### src/rtl/core/mexp_pkg.sv
// Shared constants and types for the modular exponentiation core.
`default_nettype none
package mexp_pkg;

  localparam int WORD_WIDTH = 32;
  localparam int CNT_W      = $clog2(WORD_WIDTH);
  localparam int ADDR_W     = 4;
  localparam int APB_W      = 32;

  localparam logic [CNT_W-1:0] CNT_LAST = CNT_W'(WORD_WIDTH - 1);

  localparam logic [1:0] REG_MODULUS     = 2'd0;
  localparam logic [1:0] REG_PUBLIC_EXP  = 2'd1;
  localparam logic [1:0] REG_PRIVATE_EXP = 2'd2;

  typedef enum logic [2:0] {
    ST_IDLE,
    ST_REDUCE,
    ST_EXP_BIT,
    ST_MUL_ADD,
    ST_MUL_DBL,
    ST_MUL_END,
    ST_FINISH
  } state_t;

endpackage
`default_nettype wire

### src/rtl/core/modular_exponentiation.sv
// Top level of the modular exponentiation core: sequencer, registers and APB port.
// A zero modulus goes straight to finish; else the message is reduced mod n bit by bit,
// then per exponent bit (W = 32): acc *= base if the bit is 1, then base is squared mod n.
// One word is processed at a time; every step goes through one shared modular adder.
// A result waits in the output register; a new word is taken once the sequencer is idle.
// Reset (synchronous, rst_n low): sequencer idle, no result pending, modulus 1, exponents 0.
`default_nettype none
module modular_exponentiation
  import mexp_pkg::*;
(
  input  wire logic                  clk,
  input  wire logic                  rst_n,
  input  wire logic                  in_valid,
  output logic                       in_ready,
  input  wire logic                  in_op,
  input  wire logic [WORD_WIDTH-1:0] in_message_value,
  output logic                       out_valid,
  input  wire logic                  out_ready,
  output logic      [WORD_WIDTH-1:0] out_result_value,
  input  wire logic                  psel,
  input  wire logic                  penable,
  input  wire logic                  pwrite,
  input  wire logic [ADDR_W-1:0]     paddr,
  input  wire logic [APB_W-1:0]      pwdata,
  output logic      [APB_W-1:0]      prdata,
  output logic                       pready
);

  state_t state_r, state_nxt;

  logic [WORD_WIDTH-1:0] modulus_r, public_exp_r, private_exp_r;
  logic [WORD_WIDTH-1:0] base_r, base_nxt;
  logic [WORD_WIDTH-1:0] acc_r, acc_nxt;
  logic [WORD_WIDTH-1:0] exp_r, exp_nxt;
  logic [WORD_WIDTH-1:0] ma_r, ma_nxt;
  logic [WORD_WIDTH-1:0] mb_r, mb_nxt;
  logic [WORD_WIDTH-1:0] mp_r, mp_nxt;
  logic [WORD_WIDTH-1:0] result_r, result_nxt;
  logic [CNT_W-1:0]      cnt_r, cnt_nxt;
  logic [CNT_W-1:0]      ecnt_r, ecnt_nxt;
  logic                  sq_r, sq_nxt;
  logic                  out_valid_r, out_valid_nxt;

  logic [WORD_WIDTH-1:0] add_x, add_y, add_sum;
  logic                  add_cin;
  logic                  cfg_wr;
  logic [1:0]            cfg_idx;

  mexp_modadd u_modadd (
    .x   (add_x),
    .y   (add_y),
    .cin (add_cin),
    .n   (modulus_r),
    .sum (add_sum)
  );

  assign pready  = 1'b1;
  assign cfg_idx = paddr[3:2];
  assign cfg_wr  = psel && penable && pwrite;

  always_comb begin
    unique case (cfg_idx)
      REG_MODULUS:     prdata = APB_W'(modulus_r);
      REG_PUBLIC_EXP:  prdata = APB_W'(public_exp_r);
      REG_PRIVATE_EXP: prdata = APB_W'(private_exp_r);
      default:         prdata = '0;
    endcase
  end

  always_ff @(posedge clk) begin
    if (!rst_n) begin
      modulus_r     <= WORD_WIDTH'(1);
      public_exp_r  <= '0;
      private_exp_r <= '0;
    end else if (cfg_wr) begin
      unique case (cfg_idx)
        REG_MODULUS:     modulus_r     <= pwdata[WORD_WIDTH-1:0];
        REG_PUBLIC_EXP:  public_exp_r  <= pwdata[WORD_WIDTH-1:0];
        REG_PRIVATE_EXP: private_exp_r <= pwdata[WORD_WIDTH-1:0];
        default: ;
      endcase
    end
  end

  assign in_ready         = (state_r == ST_IDLE);
  assign out_valid        = out_valid_r;
  assign out_result_value = result_r;

  always_comb begin
    state_nxt     = state_r;
    base_nxt      = base_r;
    acc_nxt       = acc_r;
    exp_nxt       = exp_r;
    ma_nxt        = ma_r;
    mb_nxt        = mb_r;
    mp_nxt        = mp_r;
    result_nxt    = result_r;
    cnt_nxt       = cnt_r;
    ecnt_nxt      = ecnt_r;
    sq_nxt        = sq_r;
    out_valid_nxt = out_valid_r && !out_ready;
    add_x         = ma_r;
    add_y         = ma_r;
    add_cin       = 1'b0;

    unique case (state_r)
      ST_IDLE: begin
        if (in_valid) begin
          base_nxt = '0;
          mb_nxt   = in_message_value;
          exp_nxt  = in_op ? private_exp_r : public_exp_r;
          acc_nxt  = (modulus_r == WORD_WIDTH'(1)) ? '0 : WORD_WIDTH'(1);
          cnt_nxt  = '0;
          ecnt_nxt = '0;
          if (modulus_r == '0) begin
            acc_nxt   = '0;
            state_nxt = ST_FINISH;
          end else begin
            state_nxt = ST_REDUCE;
          end
        end
      end
      ST_REDUCE: begin
        add_x    = base_r;
        add_y    = base_r;
        add_cin  = mb_r[WORD_WIDTH-1];
        base_nxt = add_sum;
        mb_nxt   = {mb_r[WORD_WIDTH-2:0], 1'b0};
        cnt_nxt  = cnt_r + 1'b1;
        if (cnt_r == CNT_LAST) begin
          state_nxt = ST_EXP_BIT;
        end
      end
      ST_EXP_BIT: begin
        mp_nxt    = '0;
        cnt_nxt   = '0;
        state_nxt = ST_MUL_ADD;
        if (exp_r[0]) begin
          ma_nxt = acc_r;
          mb_nxt = base_r;
          sq_nxt = 1'b0;
        end else begin
          ma_nxt = base_r;
          mb_nxt = base_r;
          sq_nxt = 1'b1;
        end
      end
      ST_MUL_ADD: begin
        add_x = mp_r;
        add_y = ma_r;
        if (mb_r[0]) begin
          mp_nxt = add_sum;
        end
        state_nxt = ST_MUL_DBL;
      end
      ST_MUL_DBL: begin
        ma_nxt  = add_sum;
        mb_nxt  = {1'b0, mb_r[WORD_WIDTH-1:1]};
        cnt_nxt = cnt_r + 1'b1;
        state_nxt = (cnt_r == CNT_LAST) ? ST_MUL_END : ST_MUL_ADD;
      end
      ST_MUL_END: begin
        if (!sq_r) begin
          acc_nxt   = mp_r;
          ma_nxt    = base_r;
          mb_nxt    = base_r;
          mp_nxt    = '0;
          cnt_nxt   = '0;
          sq_nxt    = 1'b1;
          state_nxt = ST_MUL_ADD;
        end else begin
          base_nxt  = mp_r;
          exp_nxt   = {1'b0, exp_r[WORD_WIDTH-1:1]};
          ecnt_nxt  = ecnt_r + 1'b1;
          state_nxt = (ecnt_r == CNT_LAST) ? ST_FINISH : ST_EXP_BIT;
        end
      end
      ST_FINISH: begin
        if (!out_valid_r || out_ready) begin
          result_nxt    = acc_r;
          out_valid_nxt = 1'b1;
          state_nxt     = ST_IDLE;
        end
      end
      default: state_nxt = ST_IDLE;
    endcase
  end

  always_ff @(posedge clk) begin
    if (!rst_n) begin
      state_r     <= ST_IDLE;
      out_valid_r <= 1'b0;
    end else begin
      state_r     <= state_nxt;
      out_valid_r <= out_valid_nxt;
    end
  end

  always_ff @(posedge clk) begin
    base_r   <= base_nxt;
    acc_r    <= acc_nxt;
    exp_r    <= exp_nxt;
    ma_r     <= ma_nxt;
    mb_r     <= mb_nxt;
    mp_r     <= mp_nxt;
    result_r <= result_nxt;
    cnt_r    <= cnt_nxt;
    ecnt_r   <= ecnt_nxt;
    sq_r     <= sq_nxt;
  end

  // operands stay reduced while multiplying
  a_mul_reduced: assert property (@(posedge clk) disable iff (!rst_n)
    (state_r == ST_MUL_ADD || state_r == ST_MUL_DBL) |->
      (ma_r < modulus_r && mp_r < modulus_r && base_r < modulus_r))
    else $error("multiplier operand not reduced");

  a_zero_mod: assert property (@(posedge clk) disable iff (!rst_n)
    (in_valid && in_ready && modulus_r == '0) |=> (state_r == ST_FINISH && acc_r == '0))
    else $error("zero modulus path not taken");

  a_finish_out: assert property (@(posedge clk) disable iff (!rst_n)
    (state_r == ST_FINISH && !out_valid_r) |=> (out_valid_r && state_r == ST_IDLE))
    else $error("finished word not presented");

  a_hold_result: assert property (@(posedge clk) disable iff (!rst_n)
    (out_valid_r && !out_ready) |=> (out_valid_r && $stable(result_r)))
    else $error("pending result lost");

endmodule
`default_nettype wire

### src/rtl/core/mexp_modadd.sv
// Shared modular adder: (x + y + cin) mod n for x, y below n.
`default_nettype none
module mexp_modadd
  import mexp_pkg::*;
(
  input  wire logic [WORD_WIDTH-1:0] x,
  input  wire logic [WORD_WIDTH-1:0] y,
  input  wire logic                  cin,
  input  wire logic [WORD_WIDTH-1:0] n,
  output logic      [WORD_WIDTH-1:0] sum
);

  logic [WORD_WIDTH:0] raw;
  logic [WORD_WIDTH:0] diff;

  always_comb begin
    raw  = {1'b0, x} + {1'b0, y} + {{WORD_WIDTH{1'b0}}, cin};
    diff = raw - {1'b0, n};
    if (raw >= {1'b0, n}) begin
      sum = diff[WORD_WIDTH-1:0];
    end else begin
      sum = raw[WORD_WIDTH-1:0];
    end
  end

endmodule
`default_nettype wire
### config.mk
export PLATFORM = sky130hd
export DESIGN_NAME = modular_exponentiation
export DESIGN_NICKNAME = d
export VERILOG_FILES = /design/src/rtl/core/mexp_pkg.sv /design/src/rtl/core/modular_exponentiation.sv /design/src/rtl/core/mexp_modadd.sv
export SDC_FILE = /design/constraint.sdc
export NUM_CORES = 1
export LEC_CHECK = 0
export BUFFER_PORTS_ARGS = -buffer_cell sky130_fd_sc_hd__clkbuf_2
export CAP_MARGIN = 30
export CORE_MARGIN = 1.5
export CORE_UTILIZATION = 39
export DETAILED_ROUTE_END_ITERATION = 10
export SETUP_SLACK_MARGIN = 0.02
export SYNTH_ARGS = -nofsm -noshare
export SYNTH_HDL_FRONTEND = slang
export SYNTH_SLANG_ARGS = --single-unit
export TNS_END_PERCENT = 50
### constraint.sdc
create_clock -name clk -period 11.3 [get_ports clk]
set_input_delay 1.13 -clock clk [delete_from_list [all_inputs] [get_ports clk]]
set_output_delay 1.13 -clock clk [all_outputs]
set_load 0.05 [all_outputs]
== Yosys cells after proc, flatten, opt, wreduce, memory -nomap -nowiden ==
Index checks and enable logic that the tools add are counted.

* $add $sub $neg: 5
* Order comparisons: 1
* Eq/ne operators: 17
* Mux-type cells: 42
* Reduce and logical (&&, ||, !) cells: 29

{| class="wikitable"
|+ Operators with widths
! operator !! count
|-
| 2-to-1 mux 32 bit || 14
|-
| case mux 32 bit (3 select lines) || 4
|-
| case mux 32 bit (2 select lines) || 3
|-
| case mux 32 bit (5 select lines) || 1
|-
| adder 32 x 32 -> 33 bit || 1
|-
| adder 33 x 1 -> 33 bit || 1
|-
| >= comparator 33 x 32 -> 1 bit || 1
|-
| equality test 32 x 1 -> 1 bit (second input constant) || 1
|-
| zero test 32 bit || 1
|-
| subtractor 32 bit || 1
|-
| 2-to-1 mux 3 bit || 7
|-
| case mux 3 bit (7 select lines) || 1
|-
| AND reduction 3 bit || 7
|-
| case mux 5 bit (4 select lines) || 1
|-
| 2-to-1 mux 5 bit || 3
|-
| inequality test 2 bit (second input constant) || 6
|-
| adder 5 x 1 -> 5 bit (second input constant) || 2
|-
| equality test 5 bit (second input constant) || 2
|-
| case mux 5 bit (2 select lines) || 1
|-
| AND reduction 2 bit || 5
|-
| equality test 3 bit (second input constant) || 3
|-
| nonzero test 3 bit || 3
|-
| equality test 3 x 2 -> 1 bit (second input constant) || 2
|-
| 2-to-1 mux 1 bit || 6
|-
| other kinds (13) || 17
|}

* Bits in registers: 335
* Input port bits: 76
* Output and inout bits: 67
* Word-level logic and storage cells: 109

== Logic depth before layout (Yosys ltp) ==
Gate-level depths: netlist (run 1).

* Depth in word-level cells: 8
* Mapped depth: 29
* Mapped depth without buffers: 24

== Hierarchy ==
A second synthesis (run 1) with hierarchy kept.

* Cells, all modules: 1947
* Area, all modules: 19905.3 sq um

{| class="wikitable"
|+ Modules (own cells, without submodules)
! module !! times used !! cells an instance !! area each (sq um) !! sequential area each (sq um)
|-
| modular_exponentiation || 1 || 1453 || 16271.9 || 9058.7
|-
| mexp_modadd || 1 || 494 || 3633.5 || 0.0
|}

== Worst setup path after synthesis (run 1) ==
OpenSTA, ideal clock, no wires.

* Kind: register to register
* From: reg state_r[1]
* To: reg base_r[14], data pin
* Library setup time: 266 ps
* Data arrival time: 5810 ps
* Required time: 11034 ps
* Slack: 5225 ps
* Cell stages (with the launch flop): 25
* Buffers on the path: 5
* Period minus slack after synthesis: 6075 ps
* Cell sequence: dfxtp_1 -> clkbuf_1 -> buf_1 -> buf_1 -> mux2i_1 -> o21ai_0 -> fa_1 -> a211o_1 -> a211oi_2 -> o31ai_2 -> a31o_2 -> o21ba_2 -> nor2b_1 -> xnor2_1 -> ha_1 -> buf_2 -> nand2_1 -> or3_1 -> nand2b_1 -> a21oi_1 -> a211oi_4 -> o221ai_4 -> buf_6 -> mux2i_2 -> o21bai_1

* Longest elaborated chain between the ends: 7
* Elaborated cells between the ends (all ways): 13
* Those cells by class: add/sub: 3; order compare: 1; eq/ne: 3; mux: 5; reduce/logical: 1

{| class="wikitable"
|+ RTL lines
! what !! RTL line !! text
|-
| start: declaration || modular_exponentiation.sv:29 || <nowiki>state_t state_r, state_nxt;</nowiki>
|-
| start signal: assignment || modular_exponentiation.sv:194 || <nowiki>state_r <= state_nxt;</nowiki>
|-
| equality test 3 x 2 -> 1 bit or equality test 3 x 1 -> 1 bit (tied branches) || modular_exponentiation.sv:106 || <nowiki>unique case (state_r)</nowiki>
|-
| case mux 32 bit (2 select lines) or 2-to-1 mux 32 bit (tied branches) || modular_exponentiation.sv:106 ||
|-
| adder 32 x 32 -> 33 bit || mexp_modadd.sv:17 || <nowiki>raw = {1'b0, x} + {1'b0, y} + {{WORD_WIDTH{1'b0}}, cin};</nowiki>
|-
| adder 33 x 1 -> 33 bit || mexp_modadd.sv:17 ||
|-
| subtractor 32 bit or >= comparator 33 x 32 -> 1 bit (tied branches) || mexp_modadd.sv:18, mexp_modadd.sv:19 ||
|-
| 2-to-1 mux 32 bit || mexp_modadd.sv:19 || <nowiki>if (raw >= {1'b0, n}) begin</nowiki>
|-
| case mux 32 bit (3 select lines) * || modular_exponentiation.sv:106 ||
|-
| via base_nxt[14] || modular_exponentiation.sv:32 || <nowiki>logic [WORD_WIDTH-1:0] base_r, base_nxt;</nowiki>
|-
| end signal: assignment || modular_exponentiation.sv:200 || <nowiki>base_r <= base_nxt;</nowiki>
|-
| end: declaration || modular_exponentiation.sv:32 ||
|}

The timed path passes the listed nets; every way through them passes the cells marked *.
A chain may end at the register's enable or synchronous reset.

== Worst setup path after layout (run 1) ==
* From: reg state_r[0]
* To: reg ma_r[6], data pin

* Longest elaborated chain between the ends: 7
* Elaborated cells between the ends (all ways): 14
* Those cells by class: add/sub: 3; order compare: 1; eq/ne: 5; mux: 5

{| class="wikitable"
|+ RTL lines
! what !! RTL line !! text
|-
| equality test 3 x 2 -> 1 bit or equality test 3 x 1 -> 1 bit (tied branches) || modular_exponentiation.sv:106 ||
|-
| case mux 32 bit (2 select lines) or 2-to-1 mux 32 bit (tied branches) || modular_exponentiation.sv:106 ||
|-
| adder 32 x 32 -> 33 bit || mexp_modadd.sv:17 ||
|-
| adder 33 x 1 -> 33 bit || mexp_modadd.sv:17 ||
|-
| subtractor 32 bit or >= comparator 33 x 32 -> 1 bit (tied branches) || mexp_modadd.sv:18, mexp_modadd.sv:19 ||
|-
| 2-to-1 mux 32 bit || mexp_modadd.sv:19 ||
|-
| case mux 32 bit (3 select lines) * || modular_exponentiation.sv:106 ||
|-
| via ma_nxt[6] || modular_exponentiation.sv:35 || <nowiki>logic [WORD_WIDTH-1:0] ma_r, ma_nxt;</nowiki>
|-
| end signal: assignment || modular_exponentiation.sv:203 || <nowiki>ma_r <= ma_nxt;</nowiki>
|-
| end: declaration || modular_exponentiation.sv:35 ||
|}

Marked as above.

==> impl_metrics.ini, run 1 <==
[sta]
slew_viol_final = 0
layout_min_cycle_time_ns = 7.74
rsz0062_at_grt = no
skew_ns = 0.0263
worst_slack_ns = 3.56
fmax_mhz = 129
finalSetupTns_ns = 0
worst_pin_slew_ns = 1.02
slew_headroom = 0.317
hold_viol_final = 0
fin_crit_sh = 0.685
setup_viol = 0

[clock_network]
cts_root_buf = clkbuf_16
cts_buffers = 40
cts-resized-gates = 0
cts_tree = built
cts.sinks = 335
post_cts_buffers = 0
clock_path_buffers = 3
ctsHoldBuffers = 0
cts_max_level = 2
clk_pin_slew_ns = 0.06
clk_latency_ns = 0.58

[final_layout]
layout_commonest_cell = nand2_1
drive_gt1_frac = 0.137
areaGrowthSynthToFinish_pct = 13.0
nets = 2340
finalNonFillerCells = 2899
final_cell_mix = nand2_1 (510), edfxtp_1 (235), clkbuf_2 (139)

[floorplanning]
io_pins = 143
die_h_um = 229
die_w_um = 229
core_mm2 = 0.0503
dieArea_mm2 = 0.0523
fp-row-count = 82
floorplan.initialDensity = 0.395

[logic_synthesis]
synth_area_mm2 = 0.0199
ys_seq_area_frac = 0.456
synth-compound-area-share = 0.173
synth-simple-area-share = 0.167
synth_area_per_cell_um2 = 9.35
synthMuxAreaShare = 0.0959
ys_seq_elements = 335
synth_top_family_by_area = compound AO/OA/AOI/OAI gates
ys_types = 74
synthCells = 2125
synth-edff-count = 235
ys.flop_type = edfxtp_1
async_reset_ff_frac = 0
syn-num-nets = 2271
ys_warn_count = 0
synth_fa_ha_area_frac = 0.0452
synth_xor_area_frac = 0.0251

[grt]
antenna_found_initial = 1
gr-total-overflow = 0
grt_max_degree = 101
grt_first_pass_wirelength_mm = 92.2
gr-usage-all-layers = 0.223
grt_pass1_vias = 16000

[detailed_routing]
highest_layer = met4
wl_met1_mm = 26.6
wire_per_inst_um = 20.4
ant_nets = 0
drt_wl_total_mm = 59.2
drc_errors = 0
wl_met3_mm = 4.46
route.met2.wl_mm = 27.1
routed_via_density = 5.64
vias = 16300
drt_pass1_iterations = 5
drt_iter0_drc = 1328

[flow_run]
drv_cap = 0

[worst_setup_path]
cp.arrival_ns = 8.04
cp.required_ns = 11.60
start_kind = register
path_class = reg2reg
worstSetupEndpointType = register
critPathMaxFanout = 66
reg2reg_depth = 24

[worst_hold_path]
holdPathStages = 0
hp-class = reg2reg

[place]
port_buffers = 139
pre_cts_ws_ns = 3.66
place_hpwl_mm = 39.5
finalWeightedCongestion = 0.882
dpl.cell_count = 2824

[power_and_ir_drop]
p_per_area_mw_per_mm2 = 218
total_power_mw = 4.91
p_leak_nw = 8.42
max-vdd-ir-drop_uv = 112

[outcome]
status = completed
[cell type report]
| type | count | area [um^2] |
|---|---|---|
| repair buffers | 169 | 932 |
| diodes | 1 | 2.50 |
| fillers | 4905 | 27800 |
| clock inverters | 22 | 153 |
| well taps | 672 | 841 |
| multi-input cells | 1596 | 10200 |
| flip-flops and latches | 335 | 9070 |
| clock buffers | 52 | 1100 |
| inverters | 52 | 195 |
[critical path, stage by stage, from the launching register on]
cell,delay (ns)
dfxtp_4,0.50
nand2b_2,0.16
buf_4,0.55
nand2b_2,0.58
buf_4,0.58
nand2_1,0.13
nand2_1,0.11
ha_1,0.26
nand4_1,0.22
nor2_1,0.15
o21ai_0,0.11
a211oi_1,0.43
nor3_1,0.15
xnor2_1,0.46
ha_1,0.31
nand2_1,0.12
or3_1,0.40
nand2b_1,0.16
a21oi_1,0.26
a211oi_4,0.10
o221ai_4,0.54
buf_4,0.35
inv_1,0.16
a21oi_1,0.50
o21ai_1,0.10
[synthesized netlist by cell type, drive strengths merged (21+ instances only)]
cell type	number	area, um^2
a21oi	68	344
nand2	510	1910
o21bai	38	285
o21ai	178	891
buf	21	106
inv	52	195
edfxtp	235	7060
nor2	116	435
a31oi	41	257
mux4	30	676
clkbuf	121	454
a22oi	32	240
dfxtp	100	2000
xnor2	37	324
nand3	23	115
mux2i	117	1210
a21boi	98	736
and3	43	269
ha	67	838
[report_power, final]
part / internal (mW) / total (mW) / switching (mW)
logic: 0.736 / 2.07 / 1.33
registers: 1.45 / 1.58 / 0.128
clock network: 0.713 / 1.26 / 0.547
total: 2.90 / 4.91 / 2.00
[kinds of logic (layout without fill, tap and decap cells)]
| kind of cell | Yosys count | in the layout |
|---|---|---|
| other | 1 | 2 |
| DFF | 335 | 335 |
| and+or+nand+nor | 787 | 787 |
| xor gates and xnor gates | 57 | 57 |
| AOI/OAI and AO/OA | 532 | 532 |
| adders and majority gates | 70 | 70 |
| buffers and inverters | 194 | 295 |
| muxes | 149 | 149 |
[registers in the layout, indices dropped and copies added, names as in the netlist]
register          cells
mb_r                 32
base_r               32
state_r               3
modulus_r            32
acc_r                32
ecnt_r                5
public_exp_r         32
cnt_r                 5
ma_r                 32
out_result_value     32
exp_r                32
sq_r                  1
mp_r                 32
out_valid             1
private_exp_r        32
[metrics by stage]
step / hold slack, ns / utilization / cell area (um^2)
floorplan: 0.427 / - / 19900
global placement: 0.446 / 0.421 / 21200
detailed placement: 0.441 / 0.422 / 21200
CTS: 0.455 / 0.447 / 22500
global route: 0.459 / 0.447 / 22500
finish: 0.446 / 0.447 / 22500
[final timing paths]
check | startpoint | to | slack [ns]
max | state_r[0]$_SDFFE_PN0P_ | ma_r[6]$_DFFE_PP_ | 3.56
min | acc_r[3]$_SDFFCE_PN0P_ | out_result_value[3]$_DFFE_PP_ | 0.45
max reg2reg | state_r[0]$_SDFFE_PN0P_ | ma_r[6]$_DFFE_PP_ | 3.56
min reg2reg | acc_r[3]$_SDFFCE_PN0P_ | out_result_value[3]$_DFFE_PP_ | 0.45
[metal layers]
| metal | GRT usage | up-vias |
|---|---|---|
| met5 | 0 | - |
| met4 | 0.0584 | 0 |
| met3 | 0.0408 | 68 |
| met2 | 0.359 | 621 |
| met1 | 0.309 | 7878 |
| li1 | - | 7773 |
Power figures use the tool's default switching activity.
==> run 2: changes to the inputs <==
==> constraint.sdc (replaced) <==
create_clock -name clk -period 6.95 [get_ports clk]
set_input_delay 0.695 -clock clk [delete_from_list [all_inputs] [get_ports clk]]
set_output_delay 0.695 -clock clk [all_outputs]
set_load 0.05 [all_outputs]
==> run 2 against run 1 <==
Compared with the run above:
- sequential share of layout area fell by 0.15 points
- design area rose by 0.38%
- non-clock buffer count rose by 13
- hold slack got worse by 0.055 ns
- sequential power rose by 62%
- highest routed layer is now met5
- count of clock-buffer cells in the layout rose by 1
- utilization rose by 0.17 points
- combinational power rose by 63%
- first-iteration DRC count rose by 7.2%
- die area did not move
- largest power group unchanged
- clock skew fell by 0.0083 ns
==> impl_metrics.ini, run 2 (synthesis results as in run 1) <==
[outcome]
status = completed

[worst_setup_path]
ff2ff_setup_slack_ns = 0.45
r2r_start = state_r[1]$_SDFFE_PN0P_
cp.arrival_ns = 6.78
cp-endpoint = ma_r[6]$_DFFE_PP_
path_class = reg2reg
r2r_end = ma_r[6]$_DFFE_PP_
critPathMaxFanout = 22
reg2reg_depth = 25
crit_path_top_delay_cell = or4b_2
start_kind = register
crit_start = state_r[1]$_SDFFE_PN0P_
critPathMaxStageDelay_ns = 0.63
cp.required_ns = 7.23
worstSetupEndpointType = register

[detailed_routing]
routed_via_density = 5.64
ant_nets = 0
drt_wl_total_mm = 58.9
wire_per_inst_um = 20.3
vias = 16400
drc_errors = 0
drt_iter0_drc = 1423
drt_pass1_iterations = 5

[power_and_ir_drop]
max-vdd-ir-drop_uv = 169
p_sw_mw = 3.21
internal-power_mw = 4.79
combPwrFrac = 0.423
p_sw_frac = 0.401
p_per_area_mw_per_mm2 = 355
clockPowerShare = 0.257
p_leak_nw = 8.48
p_seq_frac = 0.320

[clock_network]
clk_pin_slew_ns = 0.06
clock_path_buffers = 3
cts_max_level = 2
cts_tree = built
cts_root_buf = clkbuf_16
post_cts_buffers = 0
clk_latency_ns = 0.57
cts.sinks = 335
ctsHoldBuffers = 0
cts_buffers = 39
cts-resized-gates = 0

[worst_hold_path]
hp-class = in2reg
holdPathStages = 3

[sta]
fin_crit_sh = 0.936
fmax_mhz = 154
slew_headroom = 0.336
finalSetupTns_ns = 0
skew_ns = 0.0180
hold-worst-slack_ns = 0.391
rsz0062_at_grt = no
slew_viol_final = 0
worst_pin_slew_ns = 0.994
layout_min_cycle_time_ns = 6.50
setup_viol = 0
hold_viol_final = 0

[final_layout]
final_cell_mix = nand2_1 (510), edfxtp_1 (235), clkbuf_2 (139)
drive_gt1_frac = 0.141
areaGrowthSynthToFinish_pct = 13.4
final_cell_area_mm2 = 0.0225
nets = 2352
insertedDiodeCount = 0
layout_commonest_cell = nand2_1

[floorplanning]
die_h_um = 229
core_mm2 = 0.0503
io_pins = 143
floorplan.initialDensity = 0.395
die_w_um = 229
dieArea_mm2 = 0.0523
fp-row-count = 82

[grt]
grt_max_degree = 101
antenna_found_initial = 2
gr-usage-all-layers = 0.222
grt_pass1_vias = 15800
gr-total-overflow = 0
grt_first_pass_wirelength_mm = 91.6

[place]
finalWeightedCongestion = 0.897
place_hpwl_mm = 40.0
port_buffers = 139
placed_cell_area_mm2 = 0.0213

[flow_run]
drv_cap = 0
==> run 2: cell types whose count changed in the layout (fill, tap and decap cells not counted), sizes merged <==
cell,change
bufinv,+1
buf,+13
clkinv,-4
inv,-1
clkbuf,+1
diode,-1
clkinvlp,-2
==> run 2: worst min-delay path by stage <==
stage,start,endpoint
after floorplan,acc_r[0]$_DFFE_PP_,out_result_value[0]$_DFFE_PP_
after global placement,acc_r[18]$_SDFFCE_PN0P_,out_result_value[18]$_DFFE_PP_
after detailed placement,acc_r[19]$_SDFFCE_PN0P_,out_result_value[19]$_DFFE_PP_
after CTS,pwdata[7],public_exp_r[7]$_SDFFE_PN0P_
after global routing,pwdata[7],public_exp_r[7]$_SDFFE_PN0P_
final,pwdata[7],public_exp_r[7]$_SDFFE_PN0P_
==> run 2: critical path, delay by kind of cell, from the launching register on <==
| family | cells | cell delay [ns] |
|---|---|---|
| buffers and inverters | 5 | 1.14 |
| AO/OA/AOI/OAI | 9 | 2.09 |
| flip-flops | 1 | 0.60 |
| adder cells (fa/ha/maj) | 2 | 0.68 |
| AND/OR/NAND/NOR | 9 | 1.67 |
==> run 2: layout make-up <==
class	count	area [um^2]
Clock buffer	53	1120
Clock inverter	16	134
Fill cell	4868	27700
Inverter	52	195
Multi-Input combinational cell	1596	10200
Sequential cell	335	9070
Tap cell	672	841
Timing Repair Buffer	182	1020
==> run 2: through the flow <==
| stage | power [mW] | setup WS [ns] | instances | util |
|---|---|---|---|---|
| 3_5_place_dp | 5.91 | 0.555 | 2837 | 0.424 |
| 5_1_grt | 8.45 | 0.0571 | 2906 | 0.449 |
| 2_1_floorplan | 4.92 | 0.875 | 2125 | - |
| 4_1_cts | 7.99 | 0.519 | 2906 | 0.449 |
| 6_report | 7.99 | 0.445 | 2906 | 0.449 |
| 3_3_place_gp | 5.85 | 0.649 | 2836 | 0.423 |
==> run 2: metal layers <==
layer | track usage | wire [um] | vias up
met1 | 0.317 | 26900 | 7951
met3 | 0.0384 | 4480 | 66
met4 | 0.0526 | 920 | 2
li1 | - | - | 7776
met5 | 0 | 12 | -
met2 | 0.350 | 26600 | 609
==> run 2: power groups by stage <==
stage | clock, mW | combinational, mW | sequential, mW
3_3_place_gp | 0 | 3.26 | 2.59
6_report | 2.05 | 3.38 | 2.56
5_1_grt | 2.18 | 3.70 | 2.58
2_1_floorplan | 0 | 2.43 | 2.49
4_1_cts | 2.10 | 3.33 | 2.55
3_5_place_dp | 0 | 3.32 | 2.59
==> run 3: changes to the inputs <==
--- a/config.mk
+++ b/config.mk
@@ -10,6 +10,8 @@
 export CORE_MARGIN = 1.5
 export CORE_UTILIZATION = 39
 export DETAILED_ROUTE_END_ITERATION = 10
+export GPL_TIMING_DRIVEN = 0
+export REMOVE_ABC_BUFFERS = 1
 export SETUP_SLACK_MARGIN = 0.02
 export SYNTH_ARGS = -nofsm -noshare
 export SYNTH_HDL_FRONTEND = slang
==> run 3 against run 2 <==
Compared with the run above:
- utilization grew 1.3 points
- hold slack worse by 0.0028 ns
- sequential cell count did not move
- final cell count up 0.28%
- fmax decreased by 2.2%
- design area rose by 2.8%
==> impl_metrics.ini, run 3 (synthesis results as in run 1) <==
[outcome]
status = completed

[worst_setup_path]
path_class = reg2reg
cp.arrival_ns = 6.93
crit_path_top_delay_cell = mux2i_1
r2r_start = state_r[2]$_SDFFE_PN0P_
critPathMaxStageDelay_ns = 0.45
worstSetupEndpointType = register
reg2reg_depth = 26
path_buf_inv = 5
ff2ff_setup_slack_ns = 0.30
start_kind = register
critPathMaxFanout = 51
cp.required_ns = 7.23
r2r_end = ma_r[24]$_DFFE_PP_
cpLargestDelayFamily = compound AO/OA/AOI/OAI gates

[clock_network]
cts_tree = built
cts_buffers = 40
cts.sinks = 335
clock_path_buffers = 3
cts_root_buf = clkbuf_16
clk_pin_slew_ns = 0.06
cts_max_level = 2
clk_latency_ns = 0.57

[grt]
gr-usage-all-layers = 0.224
grt_first_pass_wirelength_mm = 92.6
antenna_found_initial = 6
gr-total-overflow = 0
grt_max_degree = 101
grt_pass1_vias = 16000

[final_layout]
drive_gt1_frac = 0.150
final_cell_mix = nand2_1 (508), edfxtp_1 (235), clkbuf_2 (138)
nets = 2358
finalNonFillerCells = 2914
layout_commonest_cell = nand2_1
insertedDiodeCount = 0
areaGrowthSynthToFinish_pct = 16.6

[power_and_ir_drop]
max-vdd-ir-drop_uv = 212
internal-power_mw = 4.92
combPwrFrac = 0.422
p_per_area_mw_per_mm2 = 347
p_sw_frac = 0.389
p_seq_frac = 0.314
p_sw_mw = 3.13
p_leak_nw = 8.70
total_power_mw = 8.05
clockPowerShare = 0.264

[sta]
rsz0062_at_grt = no
slew_viol_final = 0
worst_pin_slew_ns = 0.968
slew_headroom = 0.355
worst_slack_ns = 0.300
setup_viol = 0
hold_viol_final = 0
skew_ns = 0.0269
fin_crit_sh = 0.957
layout_min_cycle_time_ns = 6.65
finalSetupTns_ns = 0
fmax_mhz = 150

[floorplanning]
die_h_um = 229
core_mm2 = 0.0503
io_pins = 143
fp-row-count = 82
dieArea_mm2 = 0.0523
die_w_um = 229
floorplan.initialDensity = 0.395

[place]
pre_cts_ws_ns = -1.18
port_buffers = 139
finalWeightedCongestion = 0.876
dpl.cell_count = 2826
place_hpwl_mm = 41.0

[detailed_routing]
wire_per_inst_um = 20.5
drt_pass1_iterations = 6
drc_errors = 0
drt_wl_total_mm = 59.6
drt_iter0_drc = 1245
ant_nets = 0
routed_via_density = 5.61
vias = 16400

[worst_hold_path]
hold_start = pwdata[0]
hold_path_end = modulus_r[0]$_SDFFE_PN1P_
holdPathStages = 3
hp-class = in2reg

[flow_run]
drv_cap = 0
run 3: what timing repair did:
item | 4_1_cts | 5_1_grt
gates resized for setup | 3 | 12
hold buffers | 0 | 0
pin swaps | 2 | 0
gates cloned | 1 | 1
setup buffers | 8 | 5
hold endpoints to repair | 0 | 0
endpoints found under the setup margin | 96 | 96
run 3: worst max path at each step:
stage / start / end / slack (ns) / depth (start not counted)
6_report: state_r[2]$_SDFFE_PN0P_ / ma_r[24]$_DFFE_PP_ / 0.30 / 26
5_1_grt: state_r[2]$_SDFFE_PN0P_ / ma_r[28]$_DFFE_PP_ / 0.004 / 27
4_1_cts: state_r[2]$_SDFFE_PN0P_ / base_r[28]$_DFFE_PP_ / 0.04 / 27
3_5_place_dp: state_r[2]$_SDFFE_PN0P_ / base_r[6]$_DFFE_PP_ / -1.18 / 25
3_3_place_gp: state_r[0]$_SDFFE_PN0P_ / base_r[6]$_DFFE_PP_ / -8.65 / 23
2_1_floorplan: state_r[0]$_SDFFE_PN0P_ / base_r[6]$_DFFE_PP_ / -3.38 / 23
run 3: metal layers:
layer	wire length (um)	GRT usage	share of wire	vias to the layer above
li1	-	-	-	7813
met3	4000	0.0447	0.067	103
met5	69	0	0.0012	-
met2	26900	0.357	0.45	524
met4	1800	0.0757	0.030	10
met1	26800	0.305	0.45	7903
run 3: power by group through the flow:
stage / Sequential (mW) / Clock, mW / Combinational, mW
floorplan: 2.51 / 0 / 2.35
global placement: 2.60 / 0 / 3.13
detailed placement: 2.57 / 0 / 3.24
CTS: 2.53 / 2.17 / 3.32
global route: 2.55 / 2.23 / 3.72
finish: 2.53 / 2.12 / 3.40
run 3: stage by stage:
step	hold WS [ns]	utilization	cell area (um^2)
floorplan	0.427	-	19300
global placement	0.436	0.415	20900
detailed placement	0.443	0.430	21600
CTS	0.361	0.459	23100
global route	0.375	0.461	23200
finish	0.388	0.461	23200
run 3: cell type report:
type / count / area, um^2
clock buffer: 55 / 1130
clock inverter: 17 / 171
fill: 4808 / 27100
inverter: 52 / 199
multi-input combinational: 1598 / 10300
sequential: 335 / 9070
tap: 672 / 841
timing repair buffer: 185 / 1490
run 3: worst reg2reg max path, stage by stage, from the launching register on:
cell and delay [ns]:
dfxtp_4 0.35, buf_12 0.20, nand2b_4 0.24, buf_12 0.23
nor2_4 0.13, buf_4 0.19, nand2_1 0.10, fa_1 0.21
inv_1 0.06, fa_1 0.43, a211o_1 0.39, a211oi_4 0.32
o31ai_2 0.16, a31o_2 0.29, o21ba_2 0.24, nor2b_1 0.15
xnor2_1 0.12, ha_2 0.44, nand2_1 0.09, or3_1 0.44
nand2b_1 0.17, a21oi_1 0.26, a211oi_4 0.11, o221ai_4 0.25
buf_6 0.21, mux2i_1 0.45, o21ai_1 0.11
